## src/sv/i2cme_pkg.sv

```systemverilog
`timescale 1ns / 1ps
`default_nettype none
// ----------------------------------------------------------------------------
// i2cme_pkg
// Shared types and constants of the I2C master byte engine.
// ----------------------------------------------------------------------------
package i2cme_pkg;

  typedef enum logic [6:0] {
    PH_IDLE    = 7'b0000001,
    PH_START   = 7'b0000010,
    PH_STOP    = 7'b0000100,
    PH_WR_LOW  = 7'b0001000,
    PH_WR_HIGH = 7'b0010000,
    PH_RD_LOW  = 7'b0100000,
    PH_RD_HIGH = 7'b1000000
  } phase_t;

  typedef enum logic [1:0] {
    ACT_START = 2'd0,
    ACT_STOP  = 2'd1,
    ACT_WRITE = 2'd2,
    ACT_READ  = 2'd3
  } action_t;

  localparam logic [15:0] HALF_PERIOD_RESET = 16'd50;
  localparam logic [3:0]  STOP_SCL_STEP     = 4'd0;
  localparam logic [3:0]  STOP_SDA_STEP     = 4'd1;
  localparam logic [3:0]  LAST_DATA_BIT     = 4'd7;
  localparam logic [3:0]  BYTE_BITS         = 4'd8;

endpackage
`default_nettype wire

```

## src/sv/i2c_master_byte_engine.sv

```systemverilog
`timescale 1ns / 1ps
`default_nettype none
// ----------------------------------------------------------------------------
// i2c_master_byte_engine
// I2C master engine stepped by one input beat per bus tick: start, stop,
// write byte and read byte, with a programmable SCL half period.
// ----------------------------------------------------------------------------
// output: the result beat of a tick is registered on m_tdata in the cycle after
// the input beat is accepted
// throughput: one beat per cycle while m_tready is high, set by the single
// state update between the input handshake and the output register
// reset: synchronous, clears the bus state to idle with SCL and SDA released
// and the half period to 50 ticks
module i2c_master_byte_engine #(
  parameter int DIVIDER_BITS = 16
) (
  input  wire logic        clk,
  input  wire logic        rst,
  input  wire logic        s_tvalid,
  output logic             s_tready,
  input  wire logic [15:0] s_tdata,   // cmd_valid, tx_byte[7:0], send_ack, sda_in, zero pad
  input  wire logic [1:0]  s_tuser,   // action
  output logic             m_tvalid,
  input  wire logic        m_tready,
  output logic [15:0]      m_tdata,   // scl_out, sda_out, ready_res, done_res, rx_byte[7:0],
                                      // nack, zero pad
  input  wire logic        cfg_valid,
  output logic             cfg_ready,
  input  wire logic [15:0] cfg_data
);

  localparam int CW = ((DIVIDER_BITS > 16) ? DIVIDER_BITS : 16) + 1;

  logic        cmd_valid;
  logic [1:0]  action;
  logic [7:0]  tx_byte;
  logic        send_ack;
  logic        sda_in;

  assign cmd_valid = s_tdata[0];
  assign tx_byte   = s_tdata[8:1];
  assign send_ack  = s_tdata[9];
  assign sda_in    = s_tdata[10];
  assign action    = s_tuser;

  logic [15:0]             half_period;
  i2cme_pkg::phase_t       phase, phase_next;
  logic [3:0]              bit_count, bit_count_next;
  logic [DIVIDER_BITS-1:0] divider, divider_next;
  logic [7:0]              shift_reg, shift_reg_next;
  logic                    scl_level, scl_level_next;
  logic                    sda_level, sda_level_next;
  logic                    ack_sampled, ack_sampled_next;
  logic                    ack_to_send, ack_to_send_next;
  logic [7:0]              rx_hold, rx_hold_next;
  logic                    done;

  logic [CW-1:0] div_plus;
  logic [CW-1:0] half_ext;
  logic [CW-1:0] half_lim;
  logic [CW-1:0] eff_half;
  logic          seg_end;
  logic [3:0]    bc_inc;
  logic [7:0]    shift_wr;
  logic [7:0]    shift_rd;
  logic          beat;

  assign beat      = s_tvalid && s_tready;
  assign s_tready  = !m_tvalid || m_tready;
  assign cfg_ready = 1'b1;

  assign div_plus = CW'(divider) + CW'(1);
  assign half_ext = CW'(half_period);
  assign half_lim = CW'(1) << DIVIDER_BITS;
  assign eff_half = (half_period == 16'd0) ? CW'(1) :
                    ((half_ext > half_lim) ? half_lim : half_ext);
  assign seg_end  = (div_plus >= eff_half);
  assign bc_inc   = bit_count + 4'd1;
  assign shift_wr = {shift_reg[6:0], 1'b0};
  assign shift_rd = {shift_reg[6:0], sda_in};

  always_comb begin
    phase_next       = phase;
    bit_count_next   = bit_count;
    divider_next     = divider;
    shift_reg_next   = shift_reg;
    scl_level_next   = scl_level;
    sda_level_next   = sda_level;
    ack_sampled_next = ack_sampled;
    ack_to_send_next = ack_to_send;
    rx_hold_next     = rx_hold;
    done             = 1'b0;
    case (phase)
      i2cme_pkg::PH_IDLE: begin
        if (cmd_valid) begin
          divider_next   = '0;
          bit_count_next = '0;
          case (action)
            i2cme_pkg::ACT_START: begin
              phase_next     = i2cme_pkg::PH_START;
              sda_level_next = 1'b0;
            end
            i2cme_pkg::ACT_STOP: begin
              phase_next     = i2cme_pkg::PH_STOP;
              scl_level_next = 1'b0;
              sda_level_next = 1'b0;
            end
            i2cme_pkg::ACT_WRITE: begin
              phase_next     = i2cme_pkg::PH_WR_LOW;
              shift_reg_next = tx_byte;
              scl_level_next = 1'b0;
              sda_level_next = tx_byte[7];
            end
            default: begin
              phase_next       = i2cme_pkg::PH_RD_LOW;
              shift_reg_next   = '0;
              ack_to_send_next = send_ack;
              scl_level_next   = 1'b0;
              sda_level_next   = 1'b1;
            end
          endcase
        end
      end
      i2cme_pkg::PH_START,
      i2cme_pkg::PH_STOP,
      i2cme_pkg::PH_WR_LOW,
      i2cme_pkg::PH_WR_HIGH,
      i2cme_pkg::PH_RD_LOW,
      i2cme_pkg::PH_RD_HIGH: begin
        if (!seg_end) begin
          divider_next = divider + DIVIDER_BITS'(1);
        end else begin
          divider_next = '0;
          case (phase)
            i2cme_pkg::PH_START: begin
              phase_next = i2cme_pkg::PH_IDLE;
              done       = 1'b1;
            end
            i2cme_pkg::PH_STOP: begin
              if (bit_count == i2cme_pkg::STOP_SCL_STEP) begin
                scl_level_next = 1'b1;
                bit_count_next = bc_inc;
              end else if (bit_count == i2cme_pkg::STOP_SDA_STEP) begin
                sda_level_next = 1'b1;
                bit_count_next = bc_inc;
              end else begin
                phase_next = i2cme_pkg::PH_IDLE;
                done       = 1'b1;
              end
            end
            i2cme_pkg::PH_WR_LOW: begin
              phase_next     = i2cme_pkg::PH_WR_HIGH;
              scl_level_next = 1'b1;
            end
            i2cme_pkg::PH_WR_HIGH: begin
              if (bit_count >= i2cme_pkg::BYTE_BITS) begin
                ack_sampled_next = sda_in;
                phase_next       = i2cme_pkg::PH_IDLE;
                done             = 1'b1;
              end else begin
                shift_reg_next = shift_wr;
                bit_count_next = bc_inc;
                phase_next     = i2cme_pkg::PH_WR_LOW;
                scl_level_next = 1'b0;
                sda_level_next = (bc_inc < i2cme_pkg::BYTE_BITS) ? shift_wr[7] : 1'b1;
              end
            end
            i2cme_pkg::PH_RD_LOW: begin
              phase_next     = i2cme_pkg::PH_RD_HIGH;
              scl_level_next = 1'b1;
            end
            default: begin
              if (bit_count >= i2cme_pkg::BYTE_BITS) begin
                phase_next = i2cme_pkg::PH_IDLE;
                done       = 1'b1;
              end else begin
                shift_reg_next = shift_rd;
                if (bit_count == i2cme_pkg::LAST_DATA_BIT) begin
                  rx_hold_next = shift_rd;
                end
                bit_count_next = bc_inc;
                phase_next     = i2cme_pkg::PH_RD_LOW;
                scl_level_next = 1'b0;
                sda_level_next = (bc_inc < i2cme_pkg::BYTE_BITS) ? 1'b1 : !ack_to_send;
              end
            end
          endcase
        end
      end
      default: begin
        phase_next = i2cme_pkg::PH_IDLE;
      end
    endcase
  end

  always_ff @(posedge clk) begin
    if (rst) begin
      half_period <= i2cme_pkg::HALF_PERIOD_RESET;
      phase       <= i2cme_pkg::PH_IDLE;
      bit_count   <= '0;
      divider     <= '0;
      shift_reg   <= '0;
      scl_level   <= 1'b1;
      sda_level   <= 1'b1;
      ack_sampled <= 1'b0;
      ack_to_send <= 1'b0;
      rx_hold     <= '0;
      m_tvalid    <= 1'b0;
    end else begin
      if (cfg_valid && cfg_ready) begin
        half_period <= cfg_data;
      end
      if (beat) begin
        phase       <= phase_next;
        bit_count   <= bit_count_next;
        divider     <= divider_next;
        shift_reg   <= shift_reg_next;
        scl_level   <= scl_level_next;
        sda_level   <= sda_level_next;
        ack_sampled <= ack_sampled_next;
        ack_to_send <= ack_to_send_next;
        rx_hold     <= rx_hold_next;
        m_tvalid    <= 1'b1;
      end else if (m_tready) begin
        m_tvalid <= 1'b0;
      end
    end
  end

  // result beat register
  always_ff @(posedge clk) begin
    if (beat) begin
      m_tdata <= {3'b000, ack_sampled_next, rx_hold_next, done,
                  (phase_next == i2cme_pkg::PH_IDLE), sda_level_next, scl_level_next};
    end
  end

endmodule
`default_nettype wire

```

## config.mk

```make
export PLATFORM = sky130hd
export DESIGN_NAME = i2c_master_byte_engine
export DESIGN_NICKNAME = d
export VERILOG_FILES = /design/src/sv/i2cme_pkg.sv /design/src/sv/i2c_master_byte_engine.sv
export SDC_FILE = /design/constraint.sdc
export NUM_CORES = 1
export LEC_CHECK = 0
export BUFFER_PORTS_ARGS = -buffer_cell sky130_fd_sc_hd__buf_2
export CAP_MARGIN = 40
export CORE_UTILIZATION = 30
export DETAILED_ROUTE_END_ITERATION = 6
export PLACE_DENSITY_LB_ADDON = 0.05
export SLEW_MARGIN = 20
export SYNTH_ARGS = -nofsm -noshare
export SYNTH_HDL_FRONTEND = slang
export SYNTH_SLANG_ARGS = --single-unit
```

## constraint.sdc

```tcl
create_clock -name clk -period 4.5 [get_ports clk]
set_input_delay 0.225 -clock clk [delete_from_list [all_inputs] [get_ports clk]]
set_output_delay 0.225 -clock clk [all_outputs]
set_load 0.005 [all_outputs]
```

==> impl_metrics.json, run 1 <==
{
  "status": "finished, final reports clean",
  "synth_edf_count": 13,
  "ios": 58,
  "fin_crit_sh": 0.890,
  "ys_seq_area_frac": 0.372,
  "antenna_found_initial": 0,
  "cts_max_level": 3,
  "cts_made_buffers": 9,
  "setup_viol": 0,
  "use_met1": 0.211,
  "area_growth_pct": 15.7,
  "cts_root_buffer": "clkbuf_16",
  "regToRegStartpoint": "divider[0]",
  "drc_errors": 0,
  "grt_pass1_wl_um": 19400,
  "holdPathStages": 3,
  "placedCellCount": 718,
  "gp_congestion": 0.830,
  "maxSlewHeadroom": 0.520,
  "powerDensity_nw_per_um2": 325,
  "finClkSkew_ps": 8.08,
  "leakagePower_nw": 2.12,
  "peakVddDrop_mv": 0.196,
  "tns_ps": 0,
  "crit_path_max_incr_delay_ps": 600,
  "drv_cap": 0,
  "ys.flop_type": "dfxtp_1",
  "portBuffers": 48,
  "hold_class": "in -> reg",
  "cts.sinks": 76,
  "die_x_um": 124,
  "grt_usage": 0.171,
  "fin_cells": 734,
  "final_antenna_net_count": 0,
  "drive_gt1_frac": 0.173,
  "period_needed_ps": 4000,
  "cp-start-kind": "flop",
  "cp.arrival_ps": 4100,
  "critPathSlowestCell": "or4_1",
  "met3_usage": 0.0270,
  "core-area_um2": 14500,
  "worst-setup-path-type": "reg -> reg",
  "met2_usage": 0.281,
  "final_core_util": 0.355,
  "final_cell_area_um2": 5140,
  "busiest_layer": "met2",
  "end_kind": "flop",
  "crit_required_ps": 4600,
  "grt_max_degree": 35,
  "worst-path-max-fanout": 8,
  "grt_overflow": 0,
  "routed_wl_um": 12300,
  "finalHoldViolCount": 0,
  "num_vias": 3881,
  "syn_inst": 508,
  "tightest_slew_ps": 718,
  "row_count": 44,
  "nets": 604,
  "cp_top_family": "simple AND/OR/NAND/NOR gates",
  "n_fill_cell": 1549,
  "cts_tree": "yes",
  "initial_utilization": 0.307,
  "ys_seq_elements": 76,
  "postCtsSetupRepairBufs": 0,
  "cts_resized": 0,
  "clockBufferDepth": 2,
  "top_regs": "divider (16), half_period (16), m_tdata (13)",
  "syn_area_per_cell_um2": 8.75,
  "hpwl_um": 8930,
  "critPathLaunch": "divider[0]",
  "synth_async_sr_flop_share": 0,
  "cp_num_cells": 12,
  "path_cells": "ha_1 > nand4_1 > or4_1 > nor2_1 > xor2_1 > ha_1 > a21o_1 > a21o_1 > a221oi_1 > o211ai_2 > nand4_2 > mux2_2",
  "ys_types": 72,
  "avgViaCountPerCell": 5.29,
  "min_from": "cfg_data[1]",
  "ctsHoldBuffers": 0,
  "cp_num_buf_inv": 0,
  "place_area_um2": 4820,
  "antenna_cells": 0,
  "wire_per_inst_um": 16.8,
  "grt_pass1_vias": 3704,
  "syn_area_um2": 4450,
  "r2r_setup_slack_ps": 500,
  "power_mw": 1.67,
  "die_y_um": 124,
  "insertion_delay_ps": 350,
  "fmax_ghz": 0.250,
  "clkTransAtPathRegs_ps": 60,
  "die_area_um2": 15300,
  "r2r_cells": 12,
  "drv_slew": 0,
  "yosys_warnings": 0,
  "drt-initial-drc-count": 239,
  "rsz0062_at_grt": "no",
  "dr.pass1.iters": 4
}
-- synthesized netlist by cell type, drive strengths merged, types with 6 or more instances --
| library cell | n | area [um^2] |
|---|---|---|
| xnor2 | 7 | 61.3 |
| buf | 20 | 124 |
| ha | 20 | 250 |
| mux2i | 16 | 160 |
| nand4 | 18 | 119 |
| o211ai | 8 | 65.1 |
| dfxtp | 63 | 1260 |
| a22o | 6 | 52.6 |
| a21oi | 30 | 154 |
| nor3 | 15 | 91.3 |
| mux2 | 9 | 101 |
| nor2 | 37 | 139 |
| nand2 | 40 | 150 |
| nor4b | 6 | 58.8 |
| nand3 | 22 | 110 |
| clkbuf | 14 | 52.6 |
| edfxtp | 13 | 390 |
| inv | 26 | 97.6 |
| a211oi | 21 | 163 |
| nand2b | 7 | 43.8 |
| and3 | 18 | 113 |
| o21ai | 17 | 85.1 |
| a21o | 7 | 60.1 |
-- worst min-delay path, delay by kind of cell --
family	cells	cell delay, ps
buffers and inverters	1	70
AO/OA/AOI/OAI	1	60
AND/OR/NAND/NOR	1	40
-- where the power goes --
group,internal [mW],total (mW),switching (mW)
registers,0.715,0.733,0.0185
clock network,0.481,0.789,0.308
logic,0.0575,0.146,0.0890
total,1.25,1.67,0.416
-- routing by layer --
layer / vias to the layer above / routed length (um)
met5: - / 0
met2: 72 / 5820
met1: 1824 / 5730
met3: 24 / 358
met4: 0 / 398
li1: 1961 / -
-- path summary, 6_finish.rpt --
kind / endpoint
setup / recovery: m_tdata[10]
hold / removal: half_period[1]
setup reg to reg: m_tdata[10]
hold reg to reg: rx_hold[1]
-- layout make-up --
| cell class | instances | area (um^2) | area share |
|---|---|---|---|
| clock inverters | 4 | 52.6 | 0.0102 |
| well taps | 184 | 230 | 0.0448 |
| multi-input cells | 374 | 2530 | 0.491 |
| clock buffers | 12 | 268 | 0.0521 |
| inverters | 26 | 97.6 | 0.0190 |
| repair buffers | 58 | 315 | 0.0613 |
| flip-flops and latches | 76 | 1650 | 0.321 |
-- kinds of logic (layout without fill, tap and decap cells) --
| kind of cell | after synthesis | in the layout | synth area share |
|---|---|---|---|
| simple gates | 187 | 187 | 0.222 |
| compound gates | 126 | 126 | 0.204 |
| flops | 76 | 76 | 0.372 |
| buf+inv | 60 | 100 | 0.0616 |
| mux | 25 | 25 | 0.0588 |
| fa+ha+maj | 20 | 20 | 0.0563 |
| xor+xnor | 12 | 12 | 0.0236 |
| other cells | 2 | 4 | 0.00169 |
-- through the flow --
step                hold WS [ps]  setup WS (ps)
finish                      94.3            497
global route                 110            160
CTS                         81.2            451
detailed placement           448            473
global placement             445            467
floorplan                    354            846
-- placed cells by master, fill, tap and decap left out, types with 3 or more instances in the layout --
cell type	Yosys	routed
a31oi_1	4	4
xor2_1	5	5
o21ai_0	16	16
o211ai_1	7	7
ha_1	20	20
nor3_1	13	13
nor4b_1	5	5
nand3_1	22	22
inv_1	25	25
and2_1	3	3
a21oi_1	29	29
a221o_1	4	4
clkbuf_16	0	10
edfxtp_1	13	13
a211oi_1	20	20
a21o_1	6	6
nand2b_1	7	7
nor4_1	5	5
buf_2	9	48
nor2_1	37	37
and3_1	18	18
dfxtp_1	63	63
nand2_1	40	40
a22o_1	6	6
nand4_1	17	17
buf_4	6	10
o2bb2ai_1	3	3
mux2i_1	16	16
conb_1	2	4
xnor2_1	7	7
nor2b_1	5	5
mux2_2	9	9
(Power assumes the default switching activity.)
==> run 2: changes to the inputs <==
Settings changed: CTS_BUF_LIST set to sky130_fd_sc_hd__clkbuf_2 sky130_fd_sc_hd__clkbuf_4 sky130_fd_sc_hd__clkbuf_8, PLACE_DENSITY_LB_ADDON 0.05 to not set.
==> impl_metrics.json, run 2 (synthesis results as in run 1) <==
{
  "min_from": "cfg_data[5]",
  "fmax_ghz": 0.250,
  "insertion_delay_ps": 360,
  "peakVddDrop_mv": 0.164,
  "cp.arrival_ps": 4120,
  "wire_per_inst_um": 15.5,
  "top_regs": "divider (16), half_period (16), m_tdata (13)",
  "status": "finished, final reports clean",
  "final_cell_mix": "dfxtp_1 (63), buf_2 (48), nand2_1 (40)",
  "grt_max_degree": 34,
  "dp_slack_ps": 517,
  "powerDensity_nw_per_um2": 277,
  "avgViaCountPerCell": 5.43,
  "end_kind": "flop",
  "finalHoldViolCount": 0,
  "antenna_cells": 0,
  "path_cells": "ha_1 > nand4_1 > or4_1 > nor2_1 > xor2_1 > ha_1 > a21o_1 > a21o_1 > a221oi_1 > o211ai_2 > nand4_2 > mux2_2",
  "fin_crit_sh": 0.890,
  "dr.pass1.iters": 5,
  "drt-initial-drc-count": 298,
  "drc_errors": 0,
  "grt_pass1_vias": 3710,
  "final_antenna_net_count": 0,
  "num_vias": 3971,
  "clkTransAtPathRegs_ps": 90,
  "r2r_setup_slack_ps": 490,
  "area_growth_pct": 12.4,
  "drv_slew": 0,
  "hpwl_um": 8260,
  "nets": 601,
  "period_needed_ps": 4010,
  "cp-start-kind": "flop",
  "setup_ws_ps": 494,
  "crit_path_max_incr_delay_ps": 590,
  "finClkSkew_ps": 13.3,
  "portBuffers": 48,
  "routed_wl_um": 11300,
  "core-area_um2": 14500,
  "critPathSlowestCell": "or4_1",
  "layout_commonest_cell": "dfxtp_1",
  "reg2reg_to": "m_tdata[9]",
  "grt_overflow": 0,
  "cp_top_family": "simple AND/OR/NAND/NOR gates",
  "tns_ps": 0,
  "ctsHoldBuffers": 0,
  "worst-path-max-fanout": 8,
  "initial_utilization": 0.307,
  "hold-path-endpoint": "half_period[5]",
  "tightest_slew_ps": 846,
  "leakagePower_nw": 2.05,
  "crit_required_ps": 4610,
  "ios": 58,
  "grt_pass1_wl_um": 18400,
  "cts_made_buffers": 9,
  "hold_class": "in -> reg",
  "die_x_um": 124,
  "cts_max_level": 3,
  "setup_viol": 0,
  "cts.sinks": 76,
  "holdPathStages": 3,
  "cts_resized": 0,
  "postCtsSetupRepairBufs": 0,
  "gp_congestion": 0.858,
  "drive_gt1_frac": 0.170,
  "row_count": 44,
  "drv_cap": 0,
  "rsz0062_at_grt": "no",
  "antenna_found_initial": 0,
  "maxSlewHeadroom": 0.434,
  "die_area_um2": 15300,
  "regToRegStartpoint": "divider[0]",
  "worst-setup-path-type": "reg -> reg",
  "cts_root_buffer": "clkbuf_8",
  "cts_tree": "yes",
  "clockBufferDepth": 2,
  "cp_num_buf_inv": 0,
  "grt_usage": 0.155,
  "die_y_um": 124,
  "r2r_cells": 12
}
-- run 2: metal layers --
layer	share of wire	global-route usage
met5	0	0
met4	0.014	0.0467
met3	0.064	0.0353
met2	0.49	0.265
met1	0.43	0.192
-- run 2: layout make-up --
type                            count  area (um^2)
Clock inverter                      7         62.6
Inverter                           26         97.6
Fill cell                        1477         9480
Tap cell                          184          230
Clock buffer                        9          124
Timing Repair Buffer               55          303
Sequential cell                    76         1650
Multi-Input combinational cell    374         2530
-- run 2: worst max path at each step --
stage                           from           to  slack (ps)  cells after the start
after floorplan           divider[0]  m_tdata[10]         850                     12
final                     divider[0]   m_tdata[9]         490                     12
after CTS                 divider[0]   m_tdata[8]         500                     12
after global routing      divider[0]   m_tdata[2]         150                     13
after detailed placement  divider[0]   m_tdata[8]         520                     12
after global placement    divider[0]   m_tdata[9]         600                     12
-- run 2: where the power goes --
part / internal, mW / switching [mW] / leakage [nW]
Combinational: 0.0579 / 0.0894 / 1.31
Sequential: 0.714 / 0.0189 / 0.642
Clock: 0.213 / 0.290 / 0.0931
-- run 2: through the flow --
stage | cells | util | hold slack, ps | power [mW] | area (um^2)
2_1_floorplan | 510 | - | 354 | 0.842 | 4450
3_3_place_gp | 713 | 0.330 | 446 | 0.888 | 4780
3_5_place_dp | 714 | 0.332 | 446 | 0.895 | 4800
4_1_cts | 730 | 0.345 | 69.5 | 1.40 | 4990
5_1_grt | 731 | 0.345 | 79.7 | 1.45 | 5000
6_report | 731 | 0.345 | 83.6 | 1.38 | 5000
-- run 2: worst reg2reg max path, cell delays in order (launching register included) --
cell and delay, ps:
dfxtp_1 440, ha_1 290, nand4_1 170, or4_1 590, nor2_1 150, xor2_1 220, ha_1 280, a21o_1 180
a21o_1 170, a221oi_1 410, o211ai_2 210, nand4_2 280, mux2_2 380
==> run 3: changes to the inputs <==
Settings changed: CELL_PAD_IN_SITES_DETAIL_PLACEMENT set to 1, CELL_PAD_IN_SITES_GLOBAL_PLACEMENT set to 2, PLACE_DENSITY_LB_ADDON set to 0.1.
==> impl_metrics.json, run 3 (synthesis results as in run 1) <==
{
  "status": "finished, final reports clean",
  "setup_viol": 0,
  "insertion_delay_ps": 370,
  "core-area_um2": 14500,
  "cp.arrival_ps": 4180,
  "grt_pass1_wl_um": 21000,
  "r2r_cells": 12,
  "wire_per_inst_um": 17.7,
  "ios": 58,
  "leakagePower_nw": 2.07,
  "dr.pass1.iters": 4,
  "drt-initial-drc-count": 170,
  "grt_usage": 0.181,
  "n_fill_cell": 1733,
  "final_antenna_net_count": 0,
  "maxSlewHeadroom": 0.534,
  "drv_slew": 0,
  "peakVddDrop_mv": 0.121,
  "initial_utilization": 0.307,
  "cts_tree": "yes",
  "period_needed_ps": 4060,
  "row_count": 44,
  "gp_congestion": 0.800,
  "p_switching_uw": 373,
  "regToRegStartpoint": "divider[0]",
  "avgViaCountPerCell": 5.41,
  "clockBufferDepth": 2,
  "drv_cap": 0,
  "reg2reg_to": "m_tdata[11]",
  "hold_slack_ps": 82.8,
  "die_x_um": 124,
  "finClkSkew_ps": 6.88,
  "critPathLaunch": "divider[0]",
  "finalHoldViolCount": 0,
  "cts.sinks": 76,
  "cp-start-kind": "flop",
  "setup_ws_ps": 437,
  "r2r_setup_slack_ps": 440,
  "dp_slack_ps": 429,
  "hpwl_um": 9740,
  "fmax_ghz": 0.246,
  "path_cells": "ha_1 > nand4_1 > or4_1 > nor2_1 > xor2_1 > ha_1 > a21o_1 > a21o_1 > a221oi_1 > o211ai_2 > nand4_2 > mux2_2",
  "final_cell_mix": "dfxtp_1 (63), buf_2 (48), nand2_1 (40)",
  "worst-path-max-fanout": 8,
  "drc_errors": 0,
  "tns_ps": 0,
  "p_int_mw": 1.06,
  "grt_max_degree": 27,
  "top_regs": "divider (16), half_period (16), m_tdata (13)",
  "end_kind": "flop",
  "antenna_cells": 0,
  "antenna_found_initial": 0,
  "nets": 604,
  "crit_path_max_incr_delay_ps": 590,
  "cts_max_level": 3,
  "num_vias": 3972,
  "p_comb_frac": 0.104,
  "switching_share": 0.260,
  "die_area_um2": 15300,
  "portBuffers": 48,
  "cts_root_buffer": "clkbuf_8",
  "crit_end": "m_tdata[11]",
  "critPathSlowestCell": "or4_1",
  "worst-setup-path-type": "reg -> reg",
  "routed_wl_um": 13000,
  "cts_resized": 0,
  "rsz0062_at_grt": "no",
  "cts_made_buffers": 9,
  "clkTransAtPathRegs_ps": 80,
  "ctsHoldBuffers": 0,
  "crit_required_ps": 4620,
  "grt_pass1_vias": 4015,
  "drive_gt1_frac": 0.175,
  "tightest_slew_ps": 694,
  "power_mw": 1.44,
  "grt_overflow": 0,
  "clockPowerShare": 0.385,
  "hold_class": "in -> reg",
  "power_frac_seq": 0.510,
  "final_core_util": 0.347,
  "die_y_um": 124,
  "fin_crit_sh": 0.903,
  "area_growth_pct": 13.1,
  "layout_commonest_cell": "dfxtp_1",
  "postCtsSetupRepairBufs": 0,
  "powerDensity_nw_per_um2": 285
}
run 3: changes by cell type in the layout (fill, tap and decap cells not counted):
cell / change
buf_12: -1
clkbuf_4: +1
inv_6: -4
inv_8: -1
clkinv_2: +2
clkbuf_8: +2
bufinv_16: +1
buf_4: +5
clkinv_4: -1
clkbuf_2: -1
run 3: how the worst min path moves through the flow:
| stage | from | end | slack (ps) | depth (start not counted) |
|---|---|---|---|---|
| global placement | cfg_data[4] | half_period[4] | 440 | 3 |
| CTS | cfg_data[4] | half_period[4] | 70 | 3 |
| finish | cfg_data[5] | half_period[5] | 80 | 3 |
| floorplan | s_tvalid | m_tvalid | 350 | 2 |
| detailed placement | cfg_data[4] | half_period[4] | 460 | 3 |
| global route | cfg_data[5] | half_period[5] | 100 | 3 |
run 3: cell type report:
| class | count | area, um^2 | share of cell area |
|---|---|---|---|
| clock buffer | 12 | 159 | 0.0316 |
| clock inverter | 4 | 47.5 | 0.00946 |
| inverter | 26 | 97.6 | 0.0194 |
| multi-input combinational | 374 | 2530 | 0.503 |
| sequential | 76 | 1650 | 0.328 |
| tap | 184 | 230 | 0.0458 |
| timing repair buffer | 58 | 315 | 0.0627 |
run 3: through the flow:
stage | area, um^2 | std cells
final | 5030 | 734
after global routing | 5030 | 734
after CTS | 5030 | 734
after detailed placement | 4820 | 718
after global placement | 4810 | 716
after floorplan | 4450 | 510
run 3: power groups by stage:
stage	Combinational (mW)	Sequential, mW	Clock, mW
detailed placement	0.151	0.749	0
finish	0.150	0.732	0.553
CTS	0.152	0.733	0.572
global route	0.169	0.737	0.599
global placement	0.147	0.748	0
floorplan	0.101	0.741	0
run 3: worst max-delay path, delay by kind of cell (launching register included):
| kind | cells | cell delay (ps) |
|---|---|---|
| AND/OR/NAND/NOR | 4 | 1190 |
| multiplexers | 1 | 390 |
| adder cells (fa/ha/maj) | 2 | 570 |
| flip-flops | 1 | 430 |
| AO/OA/AOI/OAI | 4 | 1020 |
| XOR/XNOR | 1 | 220 |
run 3: metal layers:
metal | GRT usage | vias up | routed length [um]
met5 | 0 | - | 0
met4 | 0.0587 | 0 | 204
met3 | 0.0343 | 17 | 365
met2 | 0.324 | 57 | 6570
met1 | 0.217 | 1947 | 5870
li1 | - | 1951 | -
